File: src/hdl/rdtt_pkg.sv
// Shared types, codes and constants for the repeating delay task timer.
// No dependencies; the top level and the checker import this package.
package rdtt_pkg;

	localparam int TABLE_SLOTS_DEF   = 32;
	localparam int PENDING_DEPTH_DEF = 20;
	localparam int CLOCK_WRAP        = 100;

	localparam logic ACT_ADD  = 1'b0;
	localparam logic ACT_TICK = 1'b1;

	localparam logic [1:0] KIND_ADD_OK   = 2'd0;
	localparam logic [1:0] KIND_ADD_FULL = 2'd1;
	localparam logic [1:0] KIND_FIRED    = 2'd2;
	localparam logic [1:0] KIND_TICK     = 2'd3;

	typedef struct packed {
		logic        action;
		logic [15:0] delay_ticks;
		logic [15:0] repeat_count;
		logic [7:0]  task_tag;
	} cmd_t;

	typedef struct packed {
		logic [1:0]  kind;
		logic [7:0]  fired_tag;
		logic [15:0] remaining;
		logic        last;
		logic [15:0] seconds;
		logic [6:0]  hundredths;
	} res_t;

	// one table entry as held in the entry memory
	typedef struct packed {
		logic [15:0] delay;
		logic [15:0] elapsed;
		logic [15:0] count;
		logic [7:0]  tag;
	} entry_t;

	// one queued add as held in the pending memory
	typedef struct packed {
		logic [15:0] delay;
		logic [15:0] count;
		logic [7:0]  tag;
	} pend_t;

endpackage

File: src/hdl/rdtt_ram.sv
// Generic single-write, single-read RAM with registered read data.
// No dependencies.
module rdtt_ram #(
	parameter int WIDTH = 8,
	parameter int DEPTH = 32,
	parameter int AW    = (DEPTH > 1) ? $clog2(DEPTH) : 1
) (
	input  logic             clk,
	input  logic             we,
	input  logic [AW-1:0]    waddr,
	input  logic [WIDTH-1:0] wdata,
	input  logic [AW-1:0]    raddr,
	output logic [WIDTH-1:0] rdata
);

	logic [WIDTH-1:0] mem [DEPTH];

	always_ff @(posedge clk) begin
		if (we)
			mem[waddr] <= wdata;
		rdata <= mem[raddr];
	end

endmodule

File: src/hdl/rdtt_free_finder.sv
// Lowest free slot of the timer table, from the in-use flags.
// No dependencies.
module rdtt_free_finder #(
	parameter int SLOTS = 32,
	parameter int SW    = $clog2(SLOTS)
) (
	input  logic [SLOTS-1:0] in_use,
	output logic [SW-1:0]    slot
);

	always_comb begin
		slot = '0;
		for (int i = SLOTS - 1; i >= 0; i--) begin
			if (!in_use[i])
				slot = SW'(i);
		end
	end

endmodule

File: src/hdl/repeating_delay_task_timer.sv
// Top level of the repeating delay task timer.
// Uses rdtt_pkg, rdtt_ram and rdtt_free_finder.
//
// Timing for a user: an add item gives its single result on the cycle after it is taken,
// and busy stays low, so adds may follow every cycle while no tick is in progress. A tick
// item holds busy while it moves the adds queued since the last tick into the table, a read
// of the pending memory and a table write per add, and then walks the table entries; every
// walk step is a read of the entry and link memories followed by a write-back. Results come
// on result with result_valid high for exactly one cycle each: firings in list order, then
// tick done with last set. There is no back-pressure, so the receiver must take every
// result.
// No memory needs clearing after reset: only the in-use flags and control registers are reset.
module repeating_delay_task_timer
	import rdtt_pkg::*;
#(
	parameter int TABLE_SLOTS   = rdtt_pkg::TABLE_SLOTS_DEF,
	parameter int PENDING_DEPTH = rdtt_pkg::PENDING_DEPTH_DEF
) (
	input  logic            clk,
	input  logic            arst_n,
	input  logic            start,
	output logic            busy,
	input  rdtt_pkg::cmd_t  cmd,
	output logic            result_valid,
	output rdtt_pkg::res_t  result
);

	localparam int SW  = $clog2(TABLE_SLOTS);
	localparam int AW  = $clog2(TABLE_SLOTS + 1);
	localparam int PW  = $clog2(PENDING_DEPTH + 1);
	localparam int PAW = (PENDING_DEPTH > 1) ? $clog2(PENDING_DEPTH) : 1;
	localparam int CW  = AW + PW;
	localparam int EW  = $bits(entry_t);
	localparam int QW  = $bits(pend_t);

	localparam logic [2:0] S_IDLE  = 3'd0;
	localparam logic [2:0] S_MV_RD = 3'd1;  // read next queued add
	localparam logic [2:0] S_MV_WR = 3'd2;  // write it into the table
	localparam logic [2:0] S_WK_RD = 3'd3;  // read entry under the walk pointer
	localparam logic [2:0] S_WK_EX = 3'd4;  // update, write back, maybe unlink
	localparam logic [2:0] S_DONE  = 3'd5;

	logic [2:0]             state_q;
	logic [TABLE_SLOTS-1:0] in_use_q;
	logic [SW-1:0]          first_q, last_q, cur_q, prev_q;
	logic                   have_prev_q;
	logic [AW-1:0]          active_q, visit_q;
	logic [PW-1:0]          pend_q, mv_q;
	logic [6:0]             hund_q;
	logic [15:0]            sec_q;
	res_t                   res_q;
	logic                   res_valid_q;

	// memory ports
	logic           e_we, l_we, p_we;
	logic [SW-1:0]  e_waddr, e_raddr, l_waddr, l_raddr, l_wdata, l_rdata;
	entry_t         e_wdata, e_rdata;
	logic [PAW-1:0] p_waddr, p_raddr;
	pend_t          p_wdata, p_rdata;
	logic [SW-1:0]  free_slot;

	logic           accept, full;
	logic [CW-1:0]  occupied;

	// walk step
	logic           fire, drop;
	logic [15:0]    cnt_n, el_n;

	rdtt_ram #(.WIDTH(EW), .DEPTH(TABLE_SLOTS)) u_entry_ram (
		.clk(clk), .we(e_we), .waddr(e_waddr), .wdata(e_wdata),
		.raddr(e_raddr), .rdata(e_rdata)
	);

	rdtt_ram #(.WIDTH(SW), .DEPTH(TABLE_SLOTS)) u_link_ram (
		.clk(clk), .we(l_we), .waddr(l_waddr), .wdata(l_wdata),
		.raddr(l_raddr), .rdata(l_rdata)
	);

	rdtt_ram #(.WIDTH(QW), .DEPTH(PENDING_DEPTH)) u_pend_ram (
		.clk(clk), .we(p_we), .waddr(p_waddr), .wdata(p_wdata),
		.raddr(p_raddr), .rdata(p_rdata)
	);

	rdtt_free_finder #(.SLOTS(TABLE_SLOTS)) u_free (
		.in_use(in_use_q), .slot(free_slot)
	);

	assign busy         = (state_q != S_IDLE);
	assign accept       = start && !busy;
	assign result_valid = res_valid_q;
	assign result       = res_q;

	// an add is refused when the queue is full or table plus queue already fill the table
	assign occupied = CW'(active_q) + CW'(pend_q);
	assign full     = (pend_q >= PW'(PENDING_DEPTH)) || (occupied >= CW'(TABLE_SLOTS));

	// zero count drops without firing; otherwise fire on zero delay or elapsed match
	always_comb begin
		fire  = 1'b0;
		cnt_n = e_rdata.count;
		el_n  = e_rdata.elapsed + 16'd1;
		if (e_rdata.count != 16'd0) begin
			fire = (e_rdata.delay == 16'd0) || (e_rdata.elapsed == e_rdata.delay);
			if (fire) begin
				cnt_n = e_rdata.count - 16'd1;
				el_n  = 16'd1;
			end
		end
		drop = (cnt_n == 16'd0);
	end

	always_comb begin
		p_we    = accept && (cmd.action == ACT_ADD) && !full;
		p_waddr = pend_q[PAW-1:0];
		p_wdata = '{delay: cmd.delay_ticks, count: cmd.repeat_count, tag: cmd.task_tag};
		p_raddr = mv_q[PAW-1:0];

		e_we    = 1'b0;
		e_waddr = cur_q;
		e_wdata = '{delay: e_rdata.delay, elapsed: el_n, count: cnt_n, tag: e_rdata.tag};
		e_raddr = cur_q;
		l_we    = 1'b0;
		l_waddr = prev_q;
		l_wdata = l_rdata;
		l_raddr = cur_q;

		unique case (state_q)
			S_MV_WR: begin
				e_we    = 1'b1;
				e_waddr = free_slot;
				e_wdata = '{delay: p_rdata.delay, elapsed: 16'd0,
				            count: p_rdata.count, tag: p_rdata.tag};
				// chain the new entry behind the current tail
				l_we    = (active_q != '0);
				l_waddr = last_q;
				l_wdata = free_slot;
			end
			S_WK_EX: begin
				e_we = 1'b1;
				// unlink from the predecessor; the head case is a register update
				l_we = drop && have_prev_q;
			end
			S_IDLE, S_MV_RD, S_WK_RD, S_DONE: begin
			end
			default: begin
			end
		endcase
	end

	always_ff @(posedge clk or negedge arst_n) begin
		if (!arst_n) begin
			state_q     <= S_IDLE;
			in_use_q    <= '0;
			first_q     <= '0;
			last_q      <= '0;
			cur_q       <= '0;
			prev_q      <= '0;
			have_prev_q <= 1'b0;
			active_q    <= '0;
			visit_q     <= '0;
			pend_q      <= '0;
			mv_q        <= '0;
			hund_q      <= '0;
			sec_q       <= '0;
			res_valid_q <= 1'b0;
			res_q       <= '0;
		end else begin
			res_valid_q <= 1'b0;
			unique case (state_q)
				S_IDLE: begin
					if (accept) begin
						if (cmd.action == ACT_ADD) begin
							if (!full)
								pend_q <= pend_q + PW'(1);
							res_valid_q <= 1'b1;
							res_q <= '{kind: full ? KIND_ADD_FULL : KIND_ADD_OK,
							           fired_tag: cmd.task_tag,
							           remaining: cmd.repeat_count, last: 1'b1,
							           seconds: sec_q, hundredths: hund_q};
						end else begin
							if (hund_q == 7'(CLOCK_WRAP - 1)) begin
								hund_q <= '0;
								sec_q  <= sec_q + 16'd1;
							end else begin
								hund_q <= hund_q + 7'd1;
							end
							mv_q    <= '0;
							state_q <= S_MV_RD;
						end
					end
				end
				S_MV_RD: begin
					if (mv_q == pend_q) begin
						pend_q      <= '0;
						cur_q       <= first_q;
						visit_q     <= active_q;
						have_prev_q <= 1'b0;
						state_q     <= S_WK_RD;
					end else begin
						state_q <= S_MV_WR;
					end
				end
				S_MV_WR: begin
					in_use_q[free_slot] <= 1'b1;
					if (active_q == '0)
						first_q <= free_slot;
					last_q   <= free_slot;
					active_q <= active_q + AW'(1);
					mv_q     <= mv_q + PW'(1);
					state_q  <= S_MV_RD;
				end
				S_WK_RD: begin
					state_q <= (visit_q == '0) ? S_DONE : S_WK_EX;
				end
				S_WK_EX: begin
					if (fire) begin
						res_valid_q <= 1'b1;
						res_q <= '{kind: KIND_FIRED, fired_tag: e_rdata.tag,
						           remaining: cnt_n, last: 1'b0,
						           seconds: sec_q, hundredths: hund_q};
					end
					if (drop) begin
						if (!have_prev_q)
							first_q <= l_rdata;
						if (cur_q == last_q)
							last_q <= have_prev_q ? prev_q : '0;
						in_use_q[cur_q] <= 1'b0;
						active_q <= active_q - AW'(1);
					end else begin
						prev_q      <= cur_q;
						have_prev_q <= 1'b1;
					end
					cur_q   <= l_rdata;
					visit_q <= visit_q - AW'(1);
					state_q <= S_WK_RD;
				end
				S_DONE: begin
					if (active_q == '0) begin
						first_q <= '0;
						last_q  <= '0;
					end
					res_valid_q <= 1'b1;
					res_q <= '{kind: KIND_TICK, fired_tag: 8'd0, remaining: 16'd0,
					           last: 1'b1, seconds: sec_q, hundredths: hund_q};
					state_q <= S_IDLE;
				end
				default: state_q <= S_IDLE;
			endcase
		end
	end

endmodule

File: config.mk
export PLATFORM = sky130hd
export DESIGN_NAME = repeating_delay_task_timer
export DESIGN_NICKNAME = d
export VERILOG_FILES = /design/src/hdl/rdtt_pkg.sv /design/src/hdl/rdtt_ram.sv /design/src/hdl/rdtt_free_finder.sv /design/src/hdl/repeating_delay_task_timer.sv
export SDC_FILE = /design/constraint.sdc
export NUM_CORES = 2
export LEC_CHECK = 0
export ABC_AREA = 1
export BUFFER_PORTS_ARGS = -buffer_cell sky130_fd_sc_hd__buf_4
export CAP_MARGIN = 40
export CELL_PAD_IN_SITES_DETAIL_PLACEMENT = 1
export CELL_PAD_IN_SITES_GLOBAL_PLACEMENT = 2
export CORE_MARGIN = 5
export CORE_UTILIZATION = 45
export DETAILED_ROUTE_END_ITERATION = 7
export GPL_TIMING_DRIVEN = 1
export PLACE_DENSITY = 0.83
export SLEW_MARGIN = 15
export SYNTH_ARGS = -nofsm -noshare
export SYNTH_HDL_FRONTEND = slang
export SYNTH_SLANG_ARGS = --single-unit
File: constraint.sdc
create_clock -name clk -period 8.5 [get_ports clk]
set_input_delay 1.7 -clock clk [delete_from_list [all_inputs] [get_ports clk]]
set_output_delay 1.7 -clock clk [all_outputs]
set_load 0.03 [all_outputs]
* Word level (Yosys, flattened, before mapping)
Memories as Yosys holds them, arrays and structs flattened. A register that Yosys moved wholly into a read port is not among the register bits. Cells that the tools add are included.
Word-level totals: bits in registers 152, bits in writable memories 2752, output and inout port bits 52, word-level logic and storage cells 198, memories 3
Memory list:
- u_entry_ram.mem | depth 32, bits a word 56, rd ports 1, clocked after memory_dff 1, wr ports 1, line rdtt_ram.sv:16 | logic [WIDTH-1:0] mem [DEPTH];
- u_pend_ram.mem | depth 20, bits a word 40, rd ports 1, clocked after memory_dff 1, wr ports 1, line rdtt_ram.sv:16
- u_link_ram.mem | depth 32, bits a word 5, rd ports 1, clocked after memory_dff 1, wr ports 1, line rdtt_ram.sv:16
Cells by class: add/subtract/negate cells 10, order comparisons 6, eq/ne operators 21, multiplexer cells 96, bitwise gates (word level) 5, reductions and logical operators 37
Operators by type and width (number):
- 5-bit 2-to-1 mux | 49
- 50-bit 2-to-1 mux | 3
- 50-bit case mux with 3 select lines | 1
- 16-bit 2-to-1 mux | 4
- 32-bit case mux with 2 select lines | 1
- 56-bit 2-to-1 mux | 1
- 16-bit by 1-bit adder with 16-bit output (second input constant) | 2
- 32-bit AND | 1
- 16-bit logical NOT | 2
- 32-bit 2-to-1 mux | 1
- 32-bit inverter | 1
- 32-bit OR | 1
- 5-bit case mux with 2 select lines | 3
- 5-bit case mux with 3 select lines | 2
- 2-bit inequality test (second input constant) | 12
- 6-bit case mux with 2 select lines | 2
- 1-bit 2-to-1 mux | 18
- 16-bit equality test | 1
- 16-bit nonzero test | 1
- 16-bit by 1-bit subtractor with 16-bit output (second input constant) | 1
- 3-bit case mux with 5 select lines | 1
- 6-bit logical NOT | 2
- 5-bit by 6-bit less-than comparator with 1-bit output (second input constant) | 2
- 6-bit 2-to-1 mux | 2
- other kinds (31) | 61

* Depth between registers and ports, before layout
word-level depth 38, gate-level depth with buffers 35, gate-level depth less buffers 35

* Hierarchy
Synthesis repeated with hierarchy kept, for this count alone.
Unflattened totals: cell total of the unflattened synthesis 10916, area total of the unflattened synthesis 123225.7 um^2
Modules (own cells, without submodules):
- rdtt_ram at u_entry_ram | instances 1, cells an instance 6150, area each 73406.7 um^2, sequential area each 54932.7 um^2
- rdtt_ram at u_pend_ram | instances 1, cells an instance 2686, area each 32891.5 um^2, sequential area each 24823.8 um^2
- repeating_delay_task_timer | instances 1, cells an instance 1411, area each 9803.2 um^2, sequential area each 3803.6 um^2
- rdtt_ram at u_link_ram | instances 1, cells an instance 595, area each 6796.5 um^2, sequential area each 4904.7 um^2
- rdtt_free_finder | instances 1, cells an instance 74, area each 327.8 um^2, sequential area each 0.0 um^2

* Least setup slack after synthesis
OpenSTA, ideal clock, no wires.
kind reg-to-reg, start point reg in_use_q[31], end point mem u_entry_ram.mem[11][0] in the netlist's numbering (enable), setup time 0.470 ns, data arrival time 4.682 ns, slack 3.348 ns, cell stages (with the launch flop) 36, path buffers 0, period minus slack after synthesis 5.152 ns, cell sequence dfrtp_1 > inv_2 > nand2_1 > nand2_1 > nand2_1 > nand2_1 > nand2_1 > nand2_1 > nand2_1 > nand2_1 > nand2_1 > nand2_1 > nand2_1 > nand2_1 > nand2_1 > nand2_1 > nand2_1 > nand2_1 > nand2_1 > nand2_1 > nand2_1 > nand2_1 > nand2_1 > nand2_1 > nand2_1 > nand2_1 > nand2_1 > nand2_1 > nand2_1 > nand2_1 > nand2_2 > nand2_1 > nand3_1 > nand2_1 > nand2_1 > nor2_1
Between the ends: longest elaborated chain between the ends 33
Ends and longest elaborated chain:
- start, declared | line repeating_delay_task_timer.sv:44 | logic [TABLE_SLOTS-1:0] in_use_q;
- start signal, assigned | line repeating_delay_task_timer.sv:153 | in_use_q <= '0;
- start signal, assigned by index | line repeating_delay_task_timer.sv:204 | in_use_q[free_slot] <= 1'b1;
- start signal, assigned by index | line repeating_delay_task_timer.sv:227 | in_use_q[cur_q] <= 1'b0;
- 5-bit 2-to-1 mux (32 in series) | line rdtt_free_finder.sv:14 | if (!in_use[i])
- 5-bit 2-to-1 mux | line repeating_delay_task_timer.sv:127 | unique case (state_q)
- end, declared | line rdtt_ram.sv:16
Every way passes these cells.

* Worst setup path in the final report
start point reg in_use_q[30], end point mem u_entry_ram.mem[18][49] in the netlist's numbering (enable)
Between the ends: longest elaborated chain between the ends 32
Ends and longest elaborated chain (line):
- 5-bit 2-to-1 mux (31 in series) | rdtt_free_finder.sv:14
- 5-bit 2-to-1 mux | repeating_delay_task_timer.sv:127
Every way passes these cells.

==> flow_summary_export.csv <==
group,metric,value,unit
outcome,status,"completed",
detailed_routing,vias,72190,
yosys,yosysTopAreaCell,"edfxtp_1",
place,place_congestion,0.8067,
clock_tree,clock_tree.htree_level_count,5,
yosys,ys_ff_latch,3005,
detailed_routing,drt_iter0_drc,8747,
floorplan,die_area,263500,sq um
timing,finalSetupTns,0,ns
layout,drive_gt1_share,11.74,%
global_route,antenna_found_initial,17,
pwr,power_density,366.0,nW/um^2
min_path,hp-class,"reg -> reg",
yosys,synth.cell_area,114000,sq um
clock_tree,clk_latency,0.95,ns
clock_tree,cts_setup_buffers,0,
timing,slew_violations,0,
layout,fillers,23930,
min_path,hold_path_depth,1,
detailed_routing,routed_wl,355900,um
worst_setup_path,critical_path_arrival,6.13,ns
global_route,grt_pass1_vias,74590,
clock_tree,clock-sinks,3005,
detailed_routing,dr.pass1.iters,8,
pwr,p_leak,0.04328,uW
floorplan,rows,184,
timing,fin_hold_ws,0.4736,ns
yosys,synth_nets,7726,
yosys,syn_inst,7660,
global_route,grt_pass1_wl,516300,um
global_route,grt.total_usage,26.26,%
timing,tightest_slew,1.014,ns
yosys,ys_async_sr_fraction,5.058,%
global_route,use_met1,35.89,%
detailed_routing,routedWlPerCell,31.17,um
yosys,yosys_most_used_dff,"edfxtp_1",
yosys,yosysTopAreaCellShare,72.48,%
detailed_routing,ant_nets,0,
yosys,ys_seq_area_share,77.59,%
clock_tree,clock_path_buffers,4,
layout,nNetsFinal,7903,
worst_setup_path,cp-end-kind,"flip-flop",
clock_tree,cts_hold_buf,0,
timing,final.period_utilization,65.49,%
timing,min_period,5.566,ns
worst_setup_path,crit_path_max_fanout,21,
floorplan,die-height,513.4,um
clock_tree,post_cts_resized,0,
timing,fmax,179.6,MHz
timing,hold_violations,0,
floorplan,start_util,45.27,%
clock_tree,path_clk_slew,0.06,ns
worst_setup_path,r2r_cells,21,
yosys,synth_cell_type_count,63,
floorplan,io_pins,96,
floorplan,core,251900,sq um
yosys,synthTopCellsByArea,"edfxtp_1 (72%), a22oi_1 (6.5%), dfrtp_1 (3.3%)",
detailed_routing,via_per_inst,6.320,
place,io_buffers,95,
place,place_hpwl,201700,um
timing,setup_viol,0,
timing,rsz0062_at_grt,"false",
layout,final_common_cell,"edfxtp_1",
yosys,synth_edf_count,2752,
worst_setup_path,crit_path_start_kind,"flip-flop",
job,drv_cap,0,
global_route,grt_start_max_net_pins,194,
worst_setup_path,crit_type,"reg -> reg",
yosys,yosys_warnings,0,
floorplan,fp.dieW,513.4,um
yosys,synth_area_per_cell,14.88,sq um
global_route,grt_use_met3,4.313,%
worst_setup_path,required,9.06,ns
global_route,busiest_layer,"met2",
clock_tree,cts_tree,"yes",
timing,slew_headroom,30.64,%
clock_tree,cts_root_buffer,"clkbuf_16",
detailed_routing,remaining_drc_errors,0,
pwr,irDropWorstVdd,0.0003237,V
layout,layout-area-overhead-vs-synth,14.72,%
clock_tree,numCtsBuffers,316,
timing,fin_skew,0.06630,ns
layout,final_cell_mix,"edfxtp_1 (2752), a22oi_1 (980), nand2_1 (846), nor2_1 (501), o21ai_0 (386)",
global_route,use_met2,43.09,%
global_route,grt_overflow_total,0,
[flip-flops by register name (all words and copies together) (netlist names), 6 cells and up]
| name | flops |
|---|---|
| active_q | 6 |
| u_pend_ram.rdata | 40 |
| result | 50 |
| u_entry_ram.mem | 1792 |
| u_entry_ram.rdata | 56 |
| in_use_q | 32 |
| visit_q | 6 |
| u_pend_ram.mem | 800 |
| sec_q | 16 |
| u_link_ram.mem | 160 |
| hund_q | 7 |
[logic make-up (layout without fill, tap and decap cells)]
logic type,after synthesis,count (layout),synth area share (%)
other cells,0,7,0
compound gates,2208,2208,13.28
flops,3005,3005,77.59
buf+inv,648,1054,2.148
xor+xnor,54,54,0.4214
simple gates,1704,1704,6.124
fa+ha+maj,22,22,0.2546
mux,19,19,0.1877
[metal layers]
layer  up-vias  routed length [um]
li1      30120                   -
met1     37740              142700
met2      3576              172200
met3       725               28470
met4        18               12440
met5         -                 103
[synthesized netlist by cell type (all sizes together) (3+ instances only)]
cell type and count:
a2111oi 33, a211oi 46, a21boi 70, a21oi 234
a221oi 52, a22o 62, a22oi 980, a2bb2oi 29
a31oi 30, a32oi 29, a41oi 12, buf 50
clkbuf 430, clkinv 4, dfrtp 152, dfxtp 101
edfxtp 2752, ha 20, inv 164, mux2 19
nand2 863, nand3 105, nand4 46, nor2 572
nor3 80, nor3b 3, nor4 16, o211ai 27
o21ai 414, o221ai 62, o22ai 116, or2 13
or4 4, xnor2 20, xor2 34
[final cells by class]
type,count,area [sq um],area share (%)
Tap cell,3348,4189,3.203
Timing Repair Buffer,339,3732,2.853
Clock inverter,130,1282,0.9805
Clock buffer,417,8698,6.650
Multi-Input combinational cell,4007,23760,18.16
Antenna cell,7,17.52,0.01339
Sequential cell,3005,88470,67.64
Inverter,168,654.4,0.5003
[worst paths after layout]
check	start	endpoint	slack, ns
setup / recovery	in_use_q[30]	u_entry_ram.mem[18][49]	2.93
hold / removal	sec_q[15]	sec_q[15]	0.47
setup reg to reg	in_use_q[30]	u_entry_ram.mem[18][49]	2.93
hold reg to reg	sec_q[15]	sec_q[15]	0.47
max in group asynchronous	arst_n	mv_q[0]	6.29
min in group asynchronous	arst_n	in_use_q[26]	0.66
[through the flow]
stage               std cells  util [%]  instance area, sq um  power [uW]  worst slack [ns]
finish                  11420     51.93                130800       47870             2.934
global route            11420     51.93                130800       49620             2.729
CTS                     11410     51.86                130600       47770             2.879
detailed placement      10860     47.90                120600       34190             2.914
global placement        10790     47.37                119300       33230             2.657
floorplan                7660         -                114000       27680             3.348
[critical path: stages, from the launching register on]
cell,delay (ns)
dfrtp_1,0.39
nand2_1,0.10
nand3_1,0.09
nand3_1,0.09
nand3_1,0.09
a31oi_1,0.16
nor2_1,0.06
nor2_1,0.16
nor2_1,0.07
nor2_1,0.10
nor2_1,0.05
nor2_1,0.09
nor2_1,0.05
o211ai_1,0.15
nand2_1,0.39
inv_1,0.54
nand2_1,0.19
o21ai_0,0.34
nand3_1,0.59
buf_8,0.33
nor2_4,0.65
buf_4,0.50
[power by group]
part	switching, uW	total (uW)	internal [uW]
Clock	5600	13500	7930
Sequential	705	19800	19100
Combinational	10900	14500	3660
Total	17200	47900	30700
Note: power is estimated with default switching activity, not from simulation.
